==> src/design/ntsp_pkg.sv <==
// ntsp_pkg: widths, constants and controller/datapath command and status types
// for the note to sound pitch converter
// no dependencies
package ntsp_pkg;

  localparam int NOTE_W  = 7;   // note number and fine tune fields
  localparam int TUNE_W  = 14;  // note*128 + fine tune
  localparam int OCT_W   = 4;   // octave count, at most eleven
  localparam int BASE_W  = 16;  // base pitch after the 16-bit mask
  localparam int SCALE_W = 14;  // scale factor, stays below 2x of 0x1000 plus margin
  localparam int STEP_W  = 13;  // width of the per-step factor
  localparam int PROD_W  = BASE_W + SCALE_W;
  localparam int FRAC_W  = 5;
  localparam int STEPS_W = 6;
  localparam int DIFF_W  = PROD_W - FRAC_W;
  localparam int SUM_W   = PROD_W + 1;
  localparam int PITCH_W = 14;

  localparam logic [TUNE_W-1:0]  OCTAVE_UNITS = TUNE_W'(1536);
  localparam logic [BASE_W-1:0]  UNITY_PITCH  = 16'h1000;
  localparam logic [SCALE_W-1:0] UNIT_SCALE   = 14'h1000;
  localparam logic [STEP_W-1:0]  STEP_FACTOR  = 13'h103B;
  localparam logic [PITCH_W-1:0] PITCH_MAX    = 14'h3FFF;

  typedef struct packed {
    logic load;        // capture inputs, form distance and sign
    logic div_step;    // take one octave off the remainder
    logic adjust;      // fold a negative distance onto the lower octave
    logic base_ld;     // form base pitch, load step counter and scales
    logic scale_step;  // one truncated scale multiplication
    logic mul_lo;
    logic mul_hi;
    logic diff;
    logic mul_frac;
    logic out_ld;      // saturate and load the output register
  } cmd_t;

  typedef struct packed {
    logic rem_ge;      // remainder still holds a full octave
    logic steps_zero;  // no scale steps left
  } sts_t;

endpackage

==> src/design/ntsp_datapath.sv <==
// ntsp_datapath: octave split, base pitch, scale loop and interpolation registers
// depends on ntsp_pkg
module ntsp_datapath (
  input  logic                         clk,
  input  ntsp_pkg::cmd_t               cmd,
  output ntsp_pkg::sts_t               sts,
  input  logic [ntsp_pkg::NOTE_W-1:0]  center_note_num,
  input  logic [ntsp_pkg::NOTE_W-1:0]  center_fine_tune,
  input  logic [ntsp_pkg::NOTE_W-1:0]  note_num,
  input  logic [ntsp_pkg::NOTE_W-1:0]  fine_tune,
  output logic [ntsp_pkg::PITCH_W-1:0] pitch_word
);

  logic [ntsp_pkg::TUNE_W-1:0]  center, target;
  logic [ntsp_pkg::TUNE_W-1:0]  rem_r;
  logic [ntsp_pkg::OCT_W-1:0]   octs_r;
  logic                         neg_r;
  logic [ntsp_pkg::BASE_W-1:0]  base_r;
  logic [ntsp_pkg::STEPS_W-1:0] steps_r;
  logic [ntsp_pkg::SCALE_W-1:0] scale_r, prev_r;
  logic [ntsp_pkg::PROD_W-1:0]  lo_r, hi_r, term_r;
  logic [ntsp_pkg::DIFF_W-1:0]  diff_r;
  logic [ntsp_pkg::PITCH_W-1:0] pitch_r;
  logic [ntsp_pkg::PROD_W-1:0]  diff_full;
  logic [ntsp_pkg::SUM_W-1:0]   sum;
  logic [ntsp_pkg::SCALE_W+ntsp_pkg::STEP_W-1:0] scale_prod;

  assign center = {center_note_num, center_fine_tune};
  assign target = {note_num, fine_tune};

  assign scale_prod = (ntsp_pkg::SCALE_W + ntsp_pkg::STEP_W)'(scale_r)
                    * (ntsp_pkg::SCALE_W + ntsp_pkg::STEP_W)'(ntsp_pkg::STEP_FACTOR);
  assign diff_full  = hi_r - lo_r;
  assign sum        = ntsp_pkg::SUM_W'(lo_r) + ntsp_pkg::SUM_W'(term_r);

  always_ff @(posedge clk) begin
    if (cmd.load) begin
      neg_r  <= target < center;
      rem_r  <= (target < center) ? (center - target) : (target - center);
      octs_r <= '0;
    end
    if (cmd.div_step) begin
      rem_r  <= rem_r - ntsp_pkg::OCTAVE_UNITS;
      octs_r <= octs_r + 1'b1;
    end
    if (cmd.adjust && neg_r && (rem_r != '0)) begin
      rem_r  <= ntsp_pkg::OCTAVE_UNITS - rem_r;
      octs_r <= octs_r + 1'b1;
    end
    if (cmd.base_ld) begin
      // shifting up four or more octaves leaves nothing in 16 bits
      base_r  <= neg_r ? (ntsp_pkg::UNITY_PITCH >> octs_r) : (ntsp_pkg::UNITY_PITCH << octs_r);
      steps_r <= rem_r[ntsp_pkg::FRAC_W +: ntsp_pkg::STEPS_W];
      prev_r  <= ntsp_pkg::UNIT_SCALE;
      scale_r <= ntsp_pkg::SCALE_W'(ntsp_pkg::STEP_FACTOR);
    end
    if (cmd.scale_step) begin
      prev_r  <= scale_r;
      scale_r <= scale_prod[12 +: ntsp_pkg::SCALE_W];
      steps_r <= steps_r - 1'b1;
    end
    if (cmd.mul_lo) begin
      lo_r <= ntsp_pkg::PROD_W'(base_r) * ntsp_pkg::PROD_W'(prev_r);
    end
    if (cmd.mul_hi) begin
      hi_r <= ntsp_pkg::PROD_W'(base_r) * ntsp_pkg::PROD_W'(scale_r);
    end
    if (cmd.diff) begin
      diff_r <= diff_full[ntsp_pkg::FRAC_W +: ntsp_pkg::DIFF_W];
    end
    if (cmd.mul_frac) begin
      term_r <= ntsp_pkg::PROD_W'(diff_r) * ntsp_pkg::PROD_W'(rem_r[ntsp_pkg::FRAC_W-1:0]);
    end
    if (cmd.out_ld) begin
      // saturate anything at or above 0x4000 after the shift
      pitch_r <= (sum[ntsp_pkg::SUM_W-1:12+ntsp_pkg::PITCH_W] != '0)
                 ? ntsp_pkg::PITCH_MAX : sum[12 +: ntsp_pkg::PITCH_W];
    end
  end

  assign sts.rem_ge     = rem_r >= ntsp_pkg::OCTAVE_UNITS;
  assign sts.steps_zero = steps_r == '0;
  assign pitch_word     = pitch_r;

endmodule

==> src/design/ntsp_ctrl.sv <==
// ntsp_ctrl: sequencing state machine and handshake control
// depends on ntsp_pkg
module ntsp_ctrl (
  input  logic           clk,
  input  logic           rst_n,
  input  logic           in_valid,
  output logic           in_stall,
  output logic           out_valid,
  input  logic           out_stall,
  output ntsp_pkg::cmd_t cmd,
  input  ntsp_pkg::sts_t sts
);

  typedef enum logic [3:0] {
    S_IDLE, S_DIV, S_ADJ, S_BASE, S_SCALE, S_MLO, S_MHI, S_DIFF, S_MFRAC, S_OUT
  } state_t;

  state_t state_r, state_nxt;
  logic   out_valid_r, out_valid_nxt;

  always_comb begin
    state_nxt     = state_r;
    cmd           = '0;
    out_valid_nxt = out_valid_r && out_stall;
    unique case (state_r)
      S_IDLE: begin
        if (in_valid) begin
          cmd.load  = 1'b1;
          state_nxt = S_DIV;
        end
      end
      S_DIV: begin
        if (sts.rem_ge) cmd.div_step = 1'b1;
        else state_nxt = S_ADJ;
      end
      S_ADJ: begin
        cmd.adjust = 1'b1;
        state_nxt  = S_BASE;
      end
      S_BASE: begin
        cmd.base_ld = 1'b1;
        state_nxt   = S_SCALE;
      end
      S_SCALE: begin
        if (sts.steps_zero) state_nxt = S_MLO;
        else cmd.scale_step = 1'b1;
      end
      S_MLO: begin
        cmd.mul_lo = 1'b1;
        state_nxt  = S_MHI;
      end
      S_MHI: begin
        cmd.mul_hi = 1'b1;
        state_nxt  = S_DIFF;
      end
      S_DIFF: begin
        cmd.diff  = 1'b1;
        state_nxt = S_MFRAC;
      end
      S_MFRAC: begin
        cmd.mul_frac = 1'b1;
        state_nxt    = S_OUT;
      end
      S_OUT: begin
        if (!out_valid_r || !out_stall) begin
          cmd.out_ld    = 1'b1;
          out_valid_nxt = 1'b1;
          state_nxt     = S_IDLE;
        end
      end
      default: state_nxt = S_IDLE;
    endcase
  end

  always_ff @(posedge clk) begin
    if (!rst_n) begin
      state_r     <= S_IDLE;
      out_valid_r <= 1'b0;
    end else begin
      state_r     <= state_nxt;
      out_valid_r <= out_valid_nxt;
    end
  end

  assign in_stall  = state_r != S_IDLE;
  assign out_valid = out_valid_r;

endmodule

==> src/design/note_to_sound_pitch.sv <==
// note_to_sound_pitch: top level, note and fine tune to 14-bit sound pitch word
// depends on ntsp_pkg, ntsp_ctrl, ntsp_datapath
//
//   channel  direction  handshake            payload
//   in_      input      in_valid / in_stall   center_note_num, center_fine_tune,
//                                             note_num, fine_tune (7 bits each)
//   out_     output     out_valid / out_stall out_pitch_word (14 bits)
//
// one transaction at a time: the work for a transaction grows with its octaves
// (up to 10), which come from the repeated subtract of 1536, and its steps (up to 47),
// which run through the single scale multiplier loop
// rst_n is synchronous and active low; it clears the controller and the output valid
// a finished result waits in the output register while the next transaction is taken
// out_stall only holds the controller in its final state when that register is still full
module note_to_sound_pitch (
  input  logic                         clk,
  input  logic                         rst_n,
  input  logic                         in_valid,
  output logic                         in_stall,
  input  logic [ntsp_pkg::NOTE_W-1:0]  in_center_note_num,
  input  logic [ntsp_pkg::NOTE_W-1:0]  in_center_fine_tune,
  input  logic [ntsp_pkg::NOTE_W-1:0]  in_note_num,
  input  logic [ntsp_pkg::NOTE_W-1:0]  in_fine_tune,
  output logic                         out_valid,
  input  logic                         out_stall,
  output logic [ntsp_pkg::PITCH_W-1:0] out_pitch_word
);

  ntsp_pkg::cmd_t cmd;  // controller to datapath
  ntsp_pkg::sts_t sts;  // datapath to controller

  // sequencing and both handshakes
  ntsp_ctrl u_ctrl (
    .clk       (clk),
    .rst_n     (rst_n),
    .in_valid  (in_valid),
    .in_stall  (in_stall),
    .out_valid (out_valid),
    .out_stall (out_stall),
    .cmd       (cmd),
    .sts       (sts)
  );

  // inputs are sampled only in the accept cycle, so they need no holding register
  ntsp_datapath u_dp (
    .clk              (clk),
    .cmd              (cmd),
    .sts              (sts),
    .center_note_num  (in_center_note_num),
    .center_fine_tune (in_center_fine_tune),
    .note_num         (in_note_num),
    .fine_tune        (in_fine_tune),
    .pitch_word       (out_pitch_word)
  );

endmodule

==> config.mk <==
export PLATFORM = sky130hd
export DESIGN_NAME = note_to_sound_pitch
export DESIGN_NICKNAME = d
export VERILOG_FILES = /design/src/design/ntsp_pkg.sv /design/src/design/ntsp_datapath.sv /design/src/design/ntsp_ctrl.sv /design/src/design/note_to_sound_pitch.sv
export SDC_FILE = /design/constraint.sdc
export NUM_CORES = 2
export LEC_CHECK = 0
export ABC_AREA = 1
export BUFFER_PORTS_ARGS = -buffer_cell sky130_fd_sc_hd__buf_2
export CAP_MARGIN = 0
export CORE_MARGIN = 3
export CORE_UTILIZATION = 56
export CTS_CLUSTER_DIAMETER = 100
export DETAILED_ROUTE_END_ITERATION = 7
export PLACE_DENSITY = 0.72
export SYNTH_ARGS = -nofsm -noshare
export SYNTH_HDL_FRONTEND = slang
export SYNTH_SLANG_ARGS = --single-unit
==> constraint.sdc <==
create_clock -name clk -period 7.01 [get_ports clk]
set_input_delay 1.402 -clock clk [delete_from_list [all_inputs] [get_ports clk]]
set_output_delay 1.402 -clock clk [all_outputs]
set_load 0.02 [all_outputs]
==> reports/results.ini <==
[outcome]
outcome = complete, no violations

[layout]
seqCellArea_mm2 = 0.00605
nets = 5431
diodes = 0
syn2layout_area_growth_pct = 5.77
drive_gt1_share_pct = 4.52
finish.utilization_pct = 60.2
final_common_cell = nand2_1
mostFrequentLayoutCells = nand2_1, inv_1, fa_1
multi_input_area_mm2 = 0.0243
nFillCells = 5779

[timing]
post-route-period-util_pct = 88.2
rsz0062_at_grt = no
slew_violations = 0
min_period_ns = 6.18
hold_viol_final = 0
skew_ns = 0.0183
finalSetupTns_ns = 0
setup_viol_count_final = 0
max_freq_ghz = 0.162
slew_headroom_pct = 17.6
worst_pin_slew_ns = 1.24

[synthesis]
synthCells = 4579
synth_seq_cells = 203
synthArstFlopShare_pct = 0
synth_cell_types = 57
syn_avg_cell_area_um2 = 7.70
synth_edf_count = 198
synth-main-ff-cell = edfxtp_1
yosysSeqAreaShare_pct = 17.2
netlist_area_mm2 = 0.0352
syn_nets = 5453
ys_warn_count = 0

[setup_path]
path_class = flop to flop
worst-path-max-fanout = 22
cp_cell_sequence = nand2_1, fa_1, inv_1, fa_1, fa_1, fa_1, fa_1, inv_1, fa_1, inv_1, ha_1, a21o_1, a21oi_1, o21ai_0, a21o_1, a21oi_1, xnor2_1
r2r_slack_ns = 0.83
crit_path_max_incr_delay_ns = 1.13
worstPathRequired_ns = 7.33
critPathLaunchType = flop
worst_path_max_delay_cell = edfxtp_1
cpMostUsedCell = fa_1
cp_num_buf_inv = 3
reg2reg_from = u_dp.base_r[6]
crit_path_end_kind = flop
rr_worst_depth = 17
cp_top_family = adder cells
timing.rr.end = u_dp.hi_r[19]
worstPathArrival_ns = 6.50

[clocking]
clk_latency_ns = 0.59
h-tree-depth = 1
cts_buffers = 29
clockBufferDepth = 3
tritoncts = built
cts_hold_buffers = 0
clkTransAtPathRegs_ns = 0.06
cts-root-buf = clkbuf_16
clkSinkCount = 203
cts_resized = 0
post_cts_buffers = 0

[grt]
grt_pass1_vias = 29440
track_usage_pct = 28.6
grt_overflow = 0
grt_pass1_wl_mm = 152
antenna_found_initial = 1
grt_max_degree = 35

[detailed_routing]
vias_per_cell = 5.28
via_count = 28593
antenna_left = 0
totalWireLength_mm = 92.0
drtIter0Drc = 2076
drc = 0
wire_per_inst_um = 17.0
drtPass1Iterations = 5

[power_and_ir_drop]
power_density_mw_per_mm2 = 497
power_leakage_uw = 0.0208
irDropWorstVdd_mv = 0.561

[placed_design]
place_congestion = 1.01
port_buffers = 47
place_hpwl_mm = 75.2

[floorplanning]
dieHeight_um = 257
rows = 91
start_util_pct = 56.9
core_region_area_mm2 = 0.0619
die-area_mm2 = 0.0660
ios = 48
die_x_um = 257

[hold_path]
hold_depth = 2
min_to = u_ctrl.out_valid
hp-start = u_ctrl.out_valid
min_path_type = flop to flop

[job]
drv_cap = 0

-- registers in the layout, summed over array words and instances, names as in the netlist, 16 cells and up --
| register | count |
|---|---|
| u_dp.hi_r | 30 |
| u_dp.lo_r | 30 |
| u_dp.term_r | 30 |
| u_dp.diff_r | 25 |
| u_dp.base_r | 16 |
-- layer usage --
layer  share of wire (%)  GRT usage, %  up-vias
met5               0.014             0        -
li1                    -             -    13848
met2                  48          48.9      875
met3                 6.0          3.82      189
met4                 4.4          10.6        2
met1                  42          37.2    13679
-- area by class of cell --
cell class              instances  share of cell area, %
clock buffers                  33                   1.99
well taps                     837                   2.81
clock inverters                21                  0.816
repair buffers                 82                   1.34
multi-input cells            3092                   65.3
flip-flops and latches        203                   16.2
inverters                    1149                   11.6
-- worst max-delay path by stage --
stage	from	to	slack, ns	cells after the start
finish	u_dp.base_r[6]	u_dp.hi_r[19]	0.83	17
global route	u_dp.base_r[6]	u_dp.hi_r[28]	0.47	19
CTS	u_dp.base_r[6]	u_dp.hi_r[19]	0.87	17
detailed placement	u_dp.base_r[6]	u_dp.hi_r[19]	0.90	17
global placement	u_dp.base_r[5]	u_dp.lo_r[16]	0.93	17
floorplan	u_dp.scale_r[5]	u_dp.hi_r[21]	1.50	20
-- through the flow --
| step | total power [uW] | cell area (um^2) | setup slack [ns] | instances | hold slack [ns] |
|---|---|---|---|---|---|
| floorplan | 12800 | 35200 | 1.50 | 4579 | 0.523 |
| global placement | 16600 | 36200 | 0.934 | 5363 | 0.476 |
| detailed placement | 16700 | 36200 | 0.902 | 5363 | 0.481 |
| CTS | 18400 | 37300 | 0.873 | 5417 | 0.496 |
| global route | 20600 | 37300 | 0.472 | 5417 | 0.525 |
| finish | 18500 | 37300 | 0.826 | 5417 | 0.492 |
-- power breakdown --
group          total, uW  internal (uW)  switching [uW]
clock network       1620            992             628
logic              14600           5230            9330
registers           2320           2140             186
total              18500           8360           10100
-- cell families (layout without fill, tap and decap cells) --
logic type / Yosys count / after routing / share of synthesized area [%]
AND/OR/NAND/NOR: 1673 / 1673 / 19.4
buffers and inverters: 1284 / 1285 / 13.9
adder cells (fa/ha/maj): 842 / 842 / 39.3
AO/OA/AOI/OAI: 444 / 444 / 6.94
flip-flops: 203 / 203 / 17.2
XOR/XNOR: 133 / 133 / 3.31
-- worst register-to-register path, stage by stage (launching register included) --
cell	delay (ns)
edfxtp_1	1.13
nand2_1	0.21
fa_1	0.58
inv_1	0.05
fa_1	0.55
fa_1	0.43
fa_1	0.47
fa_1	0.50
inv_1	0.05
fa_1	0.48
inv_1	0.05
ha_1	0.34
a21o_1	0.23
a21oi_1	0.19
o21ai_0	0.15
a21o_1	0.21
a21oi_1	0.18
xnor2_1	0.13
-- Yosys cell counts, types with 5 or more instances --
library cell,n,area [um^2]
buf_2,6,30.0
inv_1,1132,4250
o211ai_1,7,52.6
edfxtp_1,198,5950
buf_1,18,67.6
nand4_1,25,156
o21ai_1,17,85.1
xnor2_1,32,280
o21bai_1,12,90.1
nand4_2,10,125
nor2_1,256,961
a31oi_1,7,43.8
dfxtp_1,5,100
nand2_1,1171,4400
nor4_1,7,43.8
nor2_2,5,31.3
nand3_1,113,566
a21o_1,30,225
a21oi_1,219,1100
nand2_2,14,87.6
xor2_1,101,885
fa_1,441,8830
clkbuf_1,100,375
ha_1,401,5020
nand3b_1,6,45.0
o21a_1,8,60.1
o21ai_0,125,626
inv_2,16,60.1
nor3_1,44,220
Power figures use the tool's default switching activity.
